### src/rtl/core/rcsh_pkg.sv
`default_nettype none
package rcsh_pkg;

    localparam int FRAC_BITS_DEF   = 8;
    localparam int COORD_WIDTH_DEF = 24;

    typedef enum logic [2:0] {
        CFG_START_X     = 3'd0,
        CFG_START_Y     = 3'd1,
        CFG_DIR_X       = 3'd2,
        CFG_DIR_Y       = 3'd3,
        CFG_RAY_LENGTH  = 3'd4,
        CFG_INTERPOLATE = 3'd5
    } t_cfg_idx;

    localparam logic OP_CIRCLE  = 1'b0;
    localparam logic OP_SEGMENT = 1'b1;

    typedef struct packed {
        logic start;
        logic busy;
        logic done;
    } t_unit_ctl;

endpackage
`default_nettype wire

### src/rtl/core/rcsh_muldiv.sv
`default_nettype none
module rcsh_muldiv import rcsh_pkg::*; #(
    parameter int NW = 52,
    parameter int MBW = 25
) (
    input  wire logic              i_clk,
    input  wire logic              i_rst_n,
    input  wire logic              i_start,
    input  wire logic [NW-1:0]     i_num,
    input  wire logic [NW-1:0]     i_den,
    input  wire logic [MBW-1:0]    i_mult,
    output t_unit_ctl              o_ctl,
    output logic [MBW-1:0]         o_quot
);

    // Computes floor(num * mult / den) one multiplier bit per cycle, for num <= den.
    localparam int CW = $clog2(MBW + 1);

    logic [NW-1:0]  r_num;
    logic [NW-1:0]  r_den;
    logic [MBW-1:0] r_mult;
    logic [NW-1:0]  r_rem;
    logic [MBW-1:0] r_quot;
    logic [CW-1:0]  r_cnt;
    logic           r_busy;
    logic           r_done;

    logic [NW-1:0]  w_t;
    logic [NW-1:0]  w_den2;

    assign w_t    = {r_rem[NW-2:0], 1'b0} + (r_mult[MBW-1] ? r_num : '0);
    assign w_den2 = {r_den[NW-2:0], 1'b0};

    always_ff @(posedge i_clk) begin
        if (!i_rst_n) begin
            r_busy <= 1'b0;
            r_done <= 1'b0;
            r_cnt  <= '0;
        end else begin
            r_done <= 1'b0;
            if (i_start && !r_busy) begin
                r_busy <= 1'b1;
                r_cnt  <= CW'(MBW);
            end else if (r_busy) begin
                r_cnt <= r_cnt - 1'b1;
                if (r_cnt == CW'(1)) begin
                    r_busy <= 1'b0;
                    r_done <= 1'b1;
                end
            end
        end
    end

    always_ff @(posedge i_clk) begin
        if (i_start && !r_busy) begin
            r_num  <= i_num;
            r_den  <= i_den;
            r_mult <= i_mult;
            r_rem  <= '0;
            r_quot <= '0;
        end else if (r_busy) begin
            r_mult <= {r_mult[MBW-2:0], 1'b0};
            if (w_t >= w_den2) begin
                r_rem  <= w_t - w_den2;
                r_quot <= {r_quot[MBW-2:0], 1'b0} + MBW'(2);
            end else if (w_t >= r_den) begin
                r_rem  <= w_t - r_den;
                r_quot <= {r_quot[MBW-2:0], 1'b1};
            end else begin
                r_rem  <= w_t;
                r_quot <= {r_quot[MBW-2:0], 1'b0};
            end
        end
    end

    assign o_ctl  = '{start: i_start, busy: r_busy, done: r_done};
    assign o_quot = r_quot;

endmodule
`default_nettype wire
### config.mk
export PLATFORM = sky130hd
export DESIGN_NAME = rcsh_muldiv
export DESIGN_NICKNAME = d
export VERILOG_FILES = /design/src/rtl/core/rcsh_pkg.sv /design/src/rtl/core/rcsh_muldiv.sv
export SDC_FILE = /design/constraint.sdc
export NUM_CORES = 1
export LEC_CHECK = 0
export ABC_AREA = 1
export BUFFER_PORTS_ARGS = -buffer_cell sky130_fd_sc_hd__buf_2
export CORE_AREA = 5 5 270 272
export CTS_BUF_LIST = sky130_fd_sc_hd__clkbuf_16
export CTS_CLUSTER_DIAMETER = 150
export DETAILED_ROUTE_END_ITERATION = 10
export DIE_AREA = 0 0 275 277
export MAX_ROUTING_LAYER = met4
export PLACE_DENSITY_LB_ADDON = 0.15
export SLEW_MARGIN = 20
export SYNTH_ARGS = -nofsm -noshare
export SYNTH_HDL_FRONTEND = slang
export SYNTH_SLANG_ARGS = --single-unit
### constraint.sdc
create_clock -name i_clk -period 14.3 [get_ports i_clk]
set_clock_uncertainty 0.2 [all_clocks]
set_input_delay 1.43 -clock i_clk [delete_from_list [all_inputs] [get_ports i_clk]]
set_output_delay 1.43 -clock i_clk [all_outputs]
set_load 0.02 [all_outputs]
==> flow_metrics.env <==
export IMPL_hold_path_class="reg -> reg"
export IMPL_fillers=8146
export IMPL_wl_per_cell_um=19.3
export IMPL_worstSetupPathDepth=29
export IMPL_cts_tree="built"
export IMPL_worstMarginPinSlew_ps=1030
export IMPL_setup_worst_path_class="reg -> reg"
export IMPL_finalHoldViolCount=0
export IMPL_clock_sinks=212
export IMPL_rsz0062_at_grt="false"
export IMPL_post_cts_resized=0
export IMPL_cpLargestDelayFamily="simple AND/OR/NAND/NOR gates"
export IMPL_cp_required_ps=14630
export IMPL_cts_path_max_buffers=3
export IMPL_path_clk_slew_ps=60
export IMPL_synthToLayoutAreaGrowth_pct=13.1
export IMPL_rows=98
export IMPL_ant_nets=0
export IMPL_clock_root_buffer="clkbuf_16"
export IMPL_outcome="finished clean"
export IMPL_synth_async_reset_ratio_pct=0
export IMPL_power_density_nw_per_um2=195
export IMPL_crit_buf_inv=4
export IMPL_final_setup_viol_count=0
export IMPL_cp_slowest_stage_delay_ps=870
export IMPL_fin_setup_tns_ps=0
export IMPL_synth_top_family_by_area="simple AND/OR/NAND/NOR gates"
export IMPL_grt_max_degree=78
export IMPL_synth_seq_area_share_pct=26.6
export IMPL_numPortBuffers=159
export IMPL_clk_latency_ps=600
export IMPL_synth_compound_area_share_pct=10.6
export IMPL_fp_coreArea_sq_um=70500
export IMPL_ios=160
export IMPL_reg2regPathDepth=29
export IMPL_avgSynthCellArea_sq_um=6.13
export IMPL_start_kind="flip-flop"
export IMPL_syn_inst=3394
export IMPL_start_util_pct=29.5
export IMPL_dieArea_sq_um=76200
export IMPL_final_max_slew_viol_count=0
export IMPL_vias=21700
export IMPL_crit_path_end_kind="flip-flop"
export IMPL_grt_use_total_pct=22.8
export IMPL_synth_edf_count=129
export IMPL_synth_area_sq_um=20800
export IMPL_synth_mux_area_share_pct=0
export IMPL_grt_pass1_vias=21100
export IMPL_whs_ps=260
export IMPL_irDropWorstVdd_v=0.0000961
export IMPL_leakagePower_uw=0.0122
export IMPL_maxCapViolCount=0
export IMPL_synth_cell_types=49
export IMPL_overflow=0
export IMPL_period_share_pct=45.5
export IMPL_hpwlAfterDp_um=73300
export IMPL_postCtsSetupBuffers=0
export IMPL_worstPathArrival_ps=6840
export IMPL_fin_crit_ps=6510
export IMPL_drive_above_1_share_pct=7.30
export IMPL_relSlewSlack_pct=31.5
export IMPL_slowest_stage="nor2_4"
export IMPL_grt_pass1_wl_um=129000
export IMPL_synth_flop_cell="edfxtp_1"
export IMPL_layout_nets=3834
export IMPL_yosys_area_share_adder_pct=9.67
export IMPL_syn_num_nets=3685
export IMPL_ys_ff_latch=212
export IMPL_die_y_um=277
export IMPL_drtIter0Drc=1832
export IMPL_die_w_um=275
export IMPL_drtPass1Iterations=8
export IMPL_cts_hold_buf=0
export IMPL_max_freq_mhz=154
export IMPL_whs_path_depth=2
export IMPL_htreeDepth=1
export IMPL_synth_simple_gate_area_share_pct=37.9
export IMPL_cts_made_buffers=28
export IMPL_viasPerCell=4.81
export IMPL_antenna_found_initial=2
export IMPL_synth_xor_area_share_pct=3.91
export IMPL_drc=0
export IMPL_yosysWarnings=0
export IMPL_gp_congestion=1.00
export IMPL_worst_path_max_fanout=52
export IMPL_cp_common_cell="nand2_1"
export IMPL_wirelength_um=87300
## through the flow
stage                     total power, uW  std cells  worst slack (ps)  utilization [%]  area (sq um)
after floorplan                      2840       3394              8890                -         20800
after global placement               3890       4463              7940             32.1         22600
after detailed placement             3850       4463              7900             32.1         22600
after CTS                            4610       4514              7830             33.4         23500
after global routing                 4960       4515              7110             33.4         23500
final                                4590       4515              7790             33.4         23500
## worst register-to-register path, delay by kind of cell (launching register included)
family | cells | cell delay (ps)
and+or+nand+nor | 18 | 3410
adders and majority gates | 3 | 930
buffers and inverters | 4 | 620
AOI/OAI and AO/OA | 3 | 590
xor gates and xnor gates | 1 | 400
DFF | 1 | 320
## final timing paths
| path | startpoint | to | slack [ps] |
|---|---|---|---|
| setup reg to reg | r_mult[24] | r_rem[37] | 7790 |
| setup / recovery | r_mult[24] | r_rem[37] | 7790 |
| hold reg to reg | o_quot[24] | o_quot[24] | 260 |
| hold / removal | o_quot[24] | o_quot[24] | 260 |
## cell usage after synthesis, types with 4 or more instances
| cell type | instances | area [sq um] |
|---|---|---|
| a21oi_1 | 208 | 1040 |
| nand3b_1 | 12 | 90.1 |
| nor2_2 | 15 | 93.8 |
| nand4_1 | 47 | 294 |
| o21ai_1 | 30 | 150 |
| nor2_1 | 330 | 1240 |
| o21a_1 | 8 | 60.1 |
| inv_2 | 5 | 18.8 |
| buf_6 | 7 | 78.8 |
| nand2_1 | 1238 | 4650 |
| nand3_1 | 202 | 1010 |
| ha_1 | 156 | 1950 |
| dfxtp_1 | 83 | 1660 |
| inv_1 | 547 | 2050 |
| clkbuf_1 | 24 | 90.1 |
| o21bai_1 | 30 | 225 |
| o22ai_1 | 5 | 31.3 |
| buf_2 | 8 | 40.0 |
| a21boi_0 | 6 | 45.0 |
| nand2_2 | 5 | 31.3 |
| xor2_1 | 58 | 508 |
| nor4_1 | 12 | 75.1 |
| edfxtp_1 | 129 | 3870 |
| o211ai_1 | 4 | 30.0 |
| xnor2_1 | 35 | 307 |
| a21o_1 | 6 | 45.0 |
| a31oi_1 | 5 | 31.3 |
| a21oi_2 | 6 | 52.6 |
| buf_4 | 8 | 60.1 |
| nor3_1 | 42 | 210 |
| o21ai_0 | 88 | 440 |
## routing by layer
metal	up-vias	share of wire (%)	track usage, %
met1	9858	44	28.7
met3	128	5.7	2.95
li1	11100	-	-
met5	-	0	-
met2	636	46	37.2
met4	0	4.4	8.55
## flip-flops by register name, indices dropped and copies added (netlist names)
name	cells
o_quot	25
r_busy	1
r_done	1
r_den	52
r_num	52
r_mult	25
r_cnt	5
r_rem	51
## area by class of cell
class                           count  area [sq um]  area share, %
Antenna cell                        1          2.50         0.0106
Clock buffer                       28           701           2.98
Clock inverter                     23           224          0.952
Inverter                          555          2080           8.85
Multi-Input combinational cell   2578         12900           55.0
Sequential cell                   212          5540           23.5
Tap cell                          950          1190           5.05
Timing Repair Buffer              168           863           3.67
## report_power, final
part	internal, uW	leakage [uW]	total [uW]	switching, uW
Combinational	897	0.00979	3090	2190
Clock	412	0.000450	712	300
Sequential	738	0.00193	795	57.1
Total	2050	0.0122	4590	2550
## cell usage in the layout (no fill, tap or decap), types with 6 or more instances in the layout
cell type,count
o21ai_0,88
nand3b_1,12
clkinv_1,11
clkbuf_16,28
nand3_1,202
o21ai_1,30
nor2_1,327
buf_4,9
xnor2_1,35
nor3_1,42
o21bai_1,30
dfxtp_1,82
edfxtp_1,129
a21oi_2,6
buf_2,159
nor2_2,16
nand2_1,1238
xor2_1,58
a21oi_1,208
inv_1,548
nor4_1,12
nand4_1,47
o21a_1,8
ha_1,156
a21boi_0,6
a21o_1,6
## cells by family after synthesis
group / count (synthesis)
flip-flops: 212
XOR/XNOR: 93
AO/OA/AOI/OAI: 402
buffers and inverters: 604
adder cells (fa/ha/maj): 159
AND/OR/NAND/NOR: 1924
(Power assumes the default switching activity.)
